[src/rtl/core/afor_pkg.sv]
// ----------------------------------------------------------------------------
// afor_pkg
// Shared types and constants for the first-order ambisonic rotation core.
// ----------------------------------------------------------------------------
package afor_pkg;

  localparam int COEF_W    = 18;
  localparam int CFG_IDX_W = 3;

  // Configuration register map
  typedef enum logic [CFG_IDX_W-1:0] {
    REG_SIN_ALPHA = 3'd0,
    REG_COS_ALPHA = 3'd1,
    REG_SIN_BETA  = 3'd2,
    REG_COS_BETA  = 3'd3,
    REG_SIN_GAMMA = 3'd4,
    REG_COS_GAMMA = 3'd5
  } reg_idx_t;

  // Reset coefficients, Q2.16
  localparam logic signed [COEF_W-1:0] RST_SIN_ALPHA = -18'sd65536;
  localparam logic signed [COEF_W-1:0] RST_COS_ALPHA = 18'sd0;
  localparam logic signed [COEF_W-1:0] RST_SIN_BETA  = 18'sd56791;
  localparam logic signed [COEF_W-1:0] RST_COS_BETA  = -18'sd32707;
  localparam logic signed [COEF_W-1:0] RST_SIN_GAMMA = 18'sd65536;
  localparam logic signed [COEF_W-1:0] RST_COS_GAMMA = 18'sd0;

  // Sine and cosine of one planar rotation
  typedef struct packed {
    logic signed [COEF_W-1:0] sin_c;
    logic signed [COEF_W-1:0] cos_c;
  } coef_pair_t;

endpackage

[src/rtl/core/afor_coef_regs.sv]
// ----------------------------------------------------------------------------
// afor_coef_regs
// Coefficient register file: six Q2.16 sine/cosine registers, write only.
// ----------------------------------------------------------------------------
module afor_coef_regs (
  input  logic                             clk,
  input  logic                             rst,
  input  logic                             cfg_wen,
  input  logic [afor_pkg::CFG_IDX_W-1:0]   cfg_index,
  input  logic [afor_pkg::COEF_W-1:0]      cfg_data,
  output afor_pkg::coef_pair_t             alpha,
  output afor_pkg::coef_pair_t             beta,
  output afor_pkg::coef_pair_t             gamma
);

  logic signed [afor_pkg::COEF_W-1:0] sin_alpha;
  logic signed [afor_pkg::COEF_W-1:0] cos_alpha;
  logic signed [afor_pkg::COEF_W-1:0] sin_beta;
  logic signed [afor_pkg::COEF_W-1:0] cos_beta;
  logic signed [afor_pkg::COEF_W-1:0] sin_gamma;
  logic signed [afor_pkg::COEF_W-1:0] cos_gamma;

  always_ff @(posedge clk) begin
    if (rst) begin
      sin_alpha <= afor_pkg::RST_SIN_ALPHA;
      cos_alpha <= afor_pkg::RST_COS_ALPHA;
      sin_beta  <= afor_pkg::RST_SIN_BETA;
      cos_beta  <= afor_pkg::RST_COS_BETA;
      sin_gamma <= afor_pkg::RST_SIN_GAMMA;
      cos_gamma <= afor_pkg::RST_COS_GAMMA;
    end else if (cfg_wen) begin
      case (afor_pkg::reg_idx_t'(cfg_index))
        afor_pkg::REG_SIN_ALPHA: sin_alpha <= cfg_data;
        afor_pkg::REG_COS_ALPHA: cos_alpha <= cfg_data;
        afor_pkg::REG_SIN_BETA:  sin_beta  <= cfg_data;
        afor_pkg::REG_COS_BETA:  cos_beta  <= cfg_data;
        afor_pkg::REG_SIN_GAMMA: sin_gamma <= cfg_data;
        afor_pkg::REG_COS_GAMMA: cos_gamma <= cfg_data;
        default: ; // unmapped index: drop the write
      endcase
    end
  end

  assign alpha.sin_c = sin_alpha;
  assign alpha.cos_c = cos_alpha;
  assign beta.sin_c  = sin_beta;
  assign beta.cos_c  = cos_beta;
  assign gamma.sin_c = sin_gamma;
  assign gamma.cos_c = cos_gamma;

endmodule

[config.mk]
export PLATFORM = sky130hd
export DESIGN_NAME = afor_coef_regs
export DESIGN_NICKNAME = d
export VERILOG_FILES = /design/src/rtl/core/afor_pkg.sv /design/src/rtl/core/afor_coef_regs.sv
export SDC_FILE = /design/constraint.sdc
export NUM_CORES = 1
export LEC_CHECK = 0
export BUFFER_PORTS_ARGS = -buffer_cell sky130_fd_sc_hd__buf_4
export CAP_MARGIN = 20
export CORE_ASPECT_RATIO = 0.6
export CORE_UTILIZATION = 55
export DETAILED_ROUTE_END_ITERATION = 6
export GPL_TIMING_DRIVEN = 0
export PLACE_DENSITY = 0.9
export SLEW_MARGIN = 20
export SYNTH_ARGS = -nofsm -noshare
export SYNTH_HDL_FRONTEND = slang
export SYNTH_SLANG_ARGS = --single-unit
[constraint.sdc]
create_clock -name clk -period 4.5 [get_ports clk]
set_clock_uncertainty 0.1 [all_clocks]
set_input_delay 0.9 -clock clk [delete_from_list [all_inputs] [get_ports clk]]
set_output_delay 0.9 -clock clk [all_outputs]
set_load 0.1 [all_outputs]
Word-level counts from Yosys, hierarchy flattened

Cells that the tools add are included.

Flip-flop bits (word level): 108
Bits of input ports: 24
Output and inout port bits: 108

Eq/ne operators: 5
Reductions and logical operators: 7

Operator list:

| kind                                           | count |
|---|---|
| AND reduction 2 bit                            | 6 |
| == test 3 x 2 -> 1 bit (second input constant) | 2 |
| == test 3 bit (second input constant)          | 2 |
| == test 3 x 1 -> 1 bit (second input constant) | 1 |
| logical NOT 3 bit                              | 1 |

Logic depth before layout (Yosys ltp)

Gate-level depths: netlist of run 1.

Word-level depth: 2
Depth in mapped cells: 5
Mapped depth without buffers: 2

Least setup slack after synthesis of run 1

Ideal clock, no wire load.

Path kind: input to register
Start: input port cfg_index[0] (netlist name)
End: register sin_alpha[13] (netlist name)
Library setup time: 0.124 ns
Stages: 5
Slack: 2.351 ns
Data arrival time: 1.925 ns
Required time: 4.276 ns
Cells stage by stage: buf_4 > or4b_4 > buf_6 > buf_12 > mux2i_1

Cells in the longest elaborated chain, start to end: 2

RTL lines:

| item                                 | line                 | RTL |
|---|---|---|
| start: declaration                   | afor_coef_regs.sv:9  | `input logic [afor_pkg::CFG_IDX_W-1:0] cfg_index,` |
| logical NOT 3 bit                    | afor_coef_regs.sv:32 | `case (afor_pkg::reg_idx_t'(cfg_index))` |
| AND reduction 2 bit (no source line) | n/a                  |  |
| end signal: assignment               | afor_coef_regs.sv:25 | `sin_alpha <= afor_pkg::RST_SIN_ALPHA;` |
| end signal: assignment               | afor_coef_regs.sv:33 | `afor_pkg::REG_SIN_ALPHA: sin_alpha <= cfg_data;` |
| end: declaration                     | afor_coef_regs.sv:16 | `logic signed [afor_pkg::COEF_W-1:0] sin_alpha;` |

No other way between the ends.
A chain may end at the register's enable or synchronous reset.

Final worst setup path of run 1

Start: register cos_alpha[9] (netlist name)
End: output port alpha[9] (netlist name)

RTL lines:

| item                     | line                 | RTL |
|---|---|---|
| start: declaration       | afor_coef_regs.sv:17 | `logic signed [afor_pkg::COEF_W-1:0] cos_alpha;` |
| start signal: assignment | afor_coef_regs.sv:26 | `cos_alpha <= afor_pkg::RST_COS_ALPHA;` |
| start signal: assignment | afor_coef_regs.sv:34 | `afor_pkg::REG_COS_ALPHA: cos_alpha <= cfg_data;` |
| end: declaration         | afor_coef_regs.sv:11 | `output afor_pkg::coef_pair_t alpha,` |

No word-level cell between the ends.

==> flow_summary.json, run 1 <==
{
  "num_antenna_cells": 0,
  "multi_input_area_mm2": 0.00199,
  "slew_headroom_pct": 63.4,
  "cts_resized": 0,
  "crit_fanout": 2,
  "status": "complete, no violations",
  "cts_tree": "built",
  "viasPerCell": 5.22,
  "dp.cells": 630,
  "gp_congestion": 0.793,
  "postSynthCellCount": 400,
  "hold_buffers": 0,
  "clockRootBuffer": "clkbuf_16",
  "fin_setup_tns_ns": 0,
  "postRouteAntennaNets": 0,
  "cts_made_buffers": 9,
  "crit_type": "flop to output pin",
  "met3_usage_pct": 10.3,
  "seqCellArea_mm2": 0.00216,
  "drive_gt1_share_pct": 29.7,
  "met2_usage_pct": 46.0,
  "required_ns": 3.50,
  "fin_hold_ws_ns": 0.381,
  "finalCritPeriodShare_pct": 45.7,
  "p_leak_nw": 2.77,
  "numPortBuffers": 126,
  "worstSetupStartpointType": "flop",
  "ir_drop_v": 0.000236,
  "drc": 0,
  "placementRows": 24,
  "fin_ws_ns": 2.44,
  "synth_edf_count": 0,
  "worst_slew_pin_slew_ns": 0.547,
  "fp.dieArea_mm2": 0.00824,
  "worst_hold_path.num_cells": 2,
  "clock_sinks": 108,
  "path_delay_family": "flip-flops",
  "fmax_mhz": 486,
  "grt_max_degree": 18,
  "cp_slowest_cell": "dfxtp_1",
  "dp_slack_ns": 2.16,
  "rsz0062_at_grt": "false",
  "endpoint_kind": "output pin",
  "reg2reg_depth": 2,
  "grt_pass1_wl_um": 17800,
  "cts_setup_buffers": 0,
  "antenna_found_initial": 0,
  "num-nets-final": 561,
  "vias": 3369,
  "yosysWarnings": 0,
  "synth.area.top_cells": "dfxtp_1 (50%), mux2i_1 (25%), nand2b_1 (15%), nor2_1 (3.4%), clkbuf_1 (1.4%)",
  "synth.avg_cell_area_um2": 10.8,
  "core_mm2": 0.00745,
  "yosysTopAreaCellShare_pct": 50.0,
  "setup_viol": 0,
  "place_hpwl_um": 8540,
  "syn_to_final_growth_pct": 32.1,
  "hold_viol_final": 0,
  "cp_cell_sequence": "buf_4",
  "async_flop_share_pct": 0,
  "fin_cells": 646,
  "die_y_um": 70.7,
  "first_iter_violations": 227,
  "synth_largest_area_cell": "dfxtp_1",
  "fill_cells": 547,
  "clk_path_buf_depth": 2,
  "synthesis.nets": 424,
  "synth_cell_type_count": 16,
  "power.density_mw_per_mm2": 372,
  "dr.pass1.iters": 5,
  "yosysSeqAreaShare_pct": 50.0,
  "ys_ff_latch": 108,
  "critPathBufInv": 1,
  "cap_violations": 0,
  "initial_utilization_pct": 58.1,
  "routed_wl_um": 11700,
  "grt_overflow_total": 0,
  "h-tree-depth": 3,
  "netlist_area_mm2": 0.00433,
  "grt_pass1_vias": 3300,
  "worst-path-stages": 1,
  "hp-class": "flop to flop",
  "busiest_layer": "met2",
  "drv_slew": 0,
  "die_x_um": 117,
  "worst_skew_pair.late_latency_ns": 0.35,
  "synth-main-ff-cell": "dfxtp_1",
  "wl_per_cell_um": 18.2,
  "worstPathArrival_ns": 1.06,
  "use_met1_pct": 38.9,
  "io_pins": 132,
  "synth_common_cells": "dfxtp_1 (108), mux2i_1 (108), nand2b_1 (103)",
  "clk_pin_slew_ns": 0.07,
  "worst_path_largest_cell_delay_ns": 0.39,
  "fin_crit_ns": 2.06,
  "grt_usage_pct": 29.5
}
## per-layer routing
layer | vias to the layer above | share of wire, %
met3 | 14 | 8.3
met4 | 0 | 1.0
li1 | 1592 | -
met2 | 141 | 45
met1 | 1622 | 46
met5 | - | 0
## power breakdown
part           leakage (nW)  internal (mW)  switching [mW]
Clock                 0.148          0.463           0.358
Combinational          1.75         0.0840           0.234
Sequential            0.875          0.977          0.0133
## flip-flops by register name, summed over array words and instances (netlist names)
register,cells
cos_gamma,18
sin_gamma,18
cos_beta,18
cos_alpha,18
sin_beta,18
sin_alpha,18
## final timing paths
kind	startpoint	end	slack [ns]
max	cos_alpha[9]	alpha[9]	2.44
min	cos_beta[8]	cos_beta[8]	0.38
max reg2reg	sin_gamma[15]	sin_gamma[15]	3.70
min reg2reg	cos_beta[8]	cos_beta[8]	0.38
## kinds of logic after synthesis
| group | Yosys count | share of synthesized area, % |
|---|---|---|
| buffers and inverters | 32 | 3.99 |
| DFF | 108 | 50.0 |
| muxes | 108 | 25.0 |
| and+or+nand+nor | 152 | 21.1 |
## through the flow
stage          instance area (um^2)  utilization, %  total power, mW
3_5_place_dp                   5400            72.6             1.33
6_report                       5720            76.7             2.13
4_1_cts                        5720            76.7             2.13
2_1_floorplan                  4330               -             1.25
3_3_place_gp                   5400            72.6             1.32
5_1_grt                        5720            76.7             2.18
## cell usage in the layout, fill, tap and decap left out, types with 3 or more instances in the layout
cell type,instances
clkbuf_1,16
clkbuf_16,9
nand2b_1,103
buf_4,128
dfxtp_1,108
mux2i_1,108
nor2_1,39
nand4bb_1,3
buf_2,11
## cell type report
cell class	count	share of cell area, %
Clock inverter	5	1.03
Multi-Input combinational cell	260	34.9
Sequential cell	108	37.8
Buffer	32	3.02
Clock buffer	11	4.42
Tap cell	104	2.28
Timing Repair Buffer	126	16.5
Power figures use the tool's default switching activity.
==> inputs of run 2 (changes only) <==
--- a/config.mk
+++ b/config.mk
@@ -5,13 +5,14 @@
 export SDC_FILE = /design/constraint.sdc
 export NUM_CORES = 1
 export LEC_CHECK = 0
+export ABC_AREA = 1
 export BUFFER_PORTS_ARGS = -buffer_cell sky130_fd_sc_hd__buf_4
 export CAP_MARGIN = 20
 export CORE_ASPECT_RATIO = 0.6
-export CORE_UTILIZATION = 55
+export CORE_UTILIZATION = 46
 export DETAILED_ROUTE_END_ITERATION = 6
 export GPL_TIMING_DRIVEN = 0
-export PLACE_DENSITY = 0.9
+export PLACE_DENSITY = 0.81
 export SLEW_MARGIN = 20
 export SYNTH_ARGS = -nofsm -noshare
 export SYNTH_HDL_FRONTEND = slang
==> constraint.sdc (replaced) <==
create_clock -name clk -period 1.86 [get_ports clk]
set_clock_uncertainty 0.1 [all_clocks]
set_input_delay 0.372 -clock clk [delete_from_list [all_inputs] [get_ports clk]]
set_output_delay 0.372 -clock clk [all_outputs]
set_load 0.1 [all_outputs]
==> flow_summary.json, run 2 <==
{
  "status": "complete, no violations",
  "clk_pin_slew_ns": 0.07,
  "endpoint_kind": "output pin",
  "synth-main-ff-cell": "dfxtp_1",
  "yosysWarnings": 0,
  "dp_slack_ns": 0.128,
  "required_ns": 1.39,
  "worstSetupStartpointType": "flop",
  "seq_power_share_pct": 43.8,
  "mostFrequentLayoutCells": "nor2_1 (172), nand2_1 (138), buf_4 (133)",
  "first_iter_violations": 510,
  "worst_path_largest_cell_delay_ns": 0.38,
  "crit_type": "flop to output pin",
  "grt_pass1_vias": 3990,
  "hp-class": "primary input to flop",
  "wl_per_cell_um": 15.3,
  "grt_max_degree": 17,
  "rsz0062_at_grt": "false",
  "hold_buffers": 0,
  "seqCellArea_mm2": 0.00216,
  "grt_usage_pct": 27.8,
  "synth_common_cells": "nor2_1 (172), nand2_1 (138), dfxtp_1 (108), nand3_1 (108), inv_1 (21)",
  "fmax_mhz": 660,
  "synth_largest_area_cell": "dfxtp_1",
  "io_pins": 132,
  "cts_setup_buffers": 0,
  "initial_utilization_pct": 48.7,
  "met1_length_um": 5830,
  "clockRootBuffer": "clkbuf_16",
  "yosysSeqAreaShare_pct": 50.9,
  "fin_ws_ns": 0.344,
  "clk_path_buf_depth": 2,
  "drv_slew": 0,
  "ys_ff_latch": 108,
  "synth.avg_cell_area_um2": 7.14,
  "p_sw_share_pct": 32.7,
  "cts_resized": 0,
  "power.density_mw_per_mm2": 983,
  "postRouteAntennaNets": 0,
  "syn_to_final_growth_pct": 33.6,
  "num_antenna_cells": 0,
  "synth_edf_count": 0,
  "p_comb_share_pct": 20.9,
  "p_leak_nw": 2.74,
  "fin_crit_ns": 1.52,
  "numPortBuffers": 131,
  "fill_cells": 770,
  "place_hpwl_um": 9650,
  "setup_viol": 0,
  "dr.pass1.iters": 6,
  "cp_slowest_cell": "dfxtp_1",
  "internal-power_mw": 3.75,
  "crit_fanout": 2,
  "grt_overflow_total": 0,
  "finalCritPeriodShare_pct": 81.5,
  "hold_viol_final": 0,
  "switching_power_mw": 1.82,
  "fp.dieArea_mm2": 0.00963,
  "worst_skew_pair.late_latency_ns": 0.35,
  "ir_drop_v": 0.000486,
  "netlist_area_mm2": 0.00424,
  "cts_tree": "built",
  "slew_headroom_pct": 60.4,
  "postSynthCellCount": 594,
  "synth.most_common_cell": "nor2_1",
  "critPathBufInv": 1,
  "fin_setup_tns_ns": 0,
  "drive_gt1_share_pct": 24.6,
  "top_layer_used": "met4",
  "wl_met2_um": 5580,
  "synthesis.nets": 618,
  "clock_sinks": 108,
  "placementRows": 26,
  "synth.area.top_cells": "dfxtp_1 (51%), nor2_1 (15%), nand3_1 (13%), nand2_1 (12%), nor2_4 (2.1%)",
  "die_x_um": 126,
  "drc": 0,
  "worstPathArrival_ns": 1.04,
  "cp_cell_sequence": "buf_4",
  "h-tree-depth": 3,
  "routed_wl_um": 13000,
  "gp_congestion": 0.887,
  "cap_violations": 0,
  "synth_cell_type_count": 14,
  "worst_slew_pin_slew_ns": 0.592,
  "multi_input_area_mm2": 0.00181,
  "wl_met3_um": 1420,
  "clkPwrFrac_pct": 35.3,
  "vias": 4439,
  "viasPerCell": 5.20,
  "async_flop_share_pct": 0,
  "yosysTopAreaCellShare_pct": 50.9,
  "num-nets-final": 760,
  "grt_pass1_wl_um": 20600,
  "final_common_cell": "nor2_1",
  "die_y_um": 76.4,
  "cts_made_buffers": 9,
  "path_delay_family": "flip-flops",
  "core_mm2": 0.00872,
  "antenna_found_initial": 0
}
==> run 2: cell count changes in the layout (fill, tap and decap cells not counted), sizes merged, moves of 24 or more <==
cell / delta
nor2: +141
nand2: +139
mux2i: -108
nand3: +108
nand2b: -103
inv: +24
==> run 2: cells by family after synthesis <==
logic type	after synthesis	share of synthesized area, %
AOI/OAI and AO/OA	1	0.118
and+or+nand+nor	427	42.4
DFF	108	50.9
buffers and inverters	58	6.51
==> run 2: worst min-delay path, delay by kind of cell <==
family	cells	cell delay, ns
buffers and inverters	1	0.09
and+or+nand+nor	2	0.09
==> run 2: stage by stage <==
step	utilization, %	power (mW)	cells	hold slack, ns	cell area [um^2]
floorplan	-	3.36	594	0.385	4240
CTS	65.1	5.57	853	0.124	5670
global route	65.1	5.74	853	0.137	5670
finish	65.1	5.57	853	0.127	5670
detailed placement	61.6	3.65	837	0.353	5370
global placement	61.6	3.63	837	0.340	5370
==> run 2: path summary, 6_finish.rpt <==
| path | start | end | slack [ns] | cells after the start |
|---|---|---|---|---|
| max | cos_alpha[3] | alpha[3] | 0.34 | 1 |
| min | cfg_data[1] | sin_beta[1] | 0.13 | 3 |
| max reg2reg | cos_alpha[1] | cos_alpha[1] | 1.12 | 2 |
| min reg2reg | cos_beta[16] | cos_beta[16] | 0.37 | 2 |
==> run 2: area by class of cell <==
type,count,share of cell area [%]
flip-flops and latches,108,38.1
inverters,25,1.65
well taps,112,2.47
clock buffers,12,4.52
multi-input cells,428,31.8
clock inverters,4,0.838
repair buffers,131,17.3
plain buffers,33,3.22
==> run 2: layer usage <==
layer	vias to the layer above	track usage (%)
met2	207	41.5
met4	0	8.19
met3	20	9.27
met1	2071	38.0
li1	2141	-
met5	-	0
==> run 2: power groups by stage <==
| stage | Combinational (mW) | Clock (mW) | Sequential (mW) |
|---|---|---|---|
| floorplan | 0.291 | 0 | 3.07 |
| global placement | 1.14 | 0 | 2.49 |
| detailed placement | 1.15 | 0 | 2.49 |
| CTS | 1.16 | 1.98 | 2.44 |
| global route | 1.22 | 2.07 | 2.45 |
| finish | 1.17 | 1.97 | 2.44 |
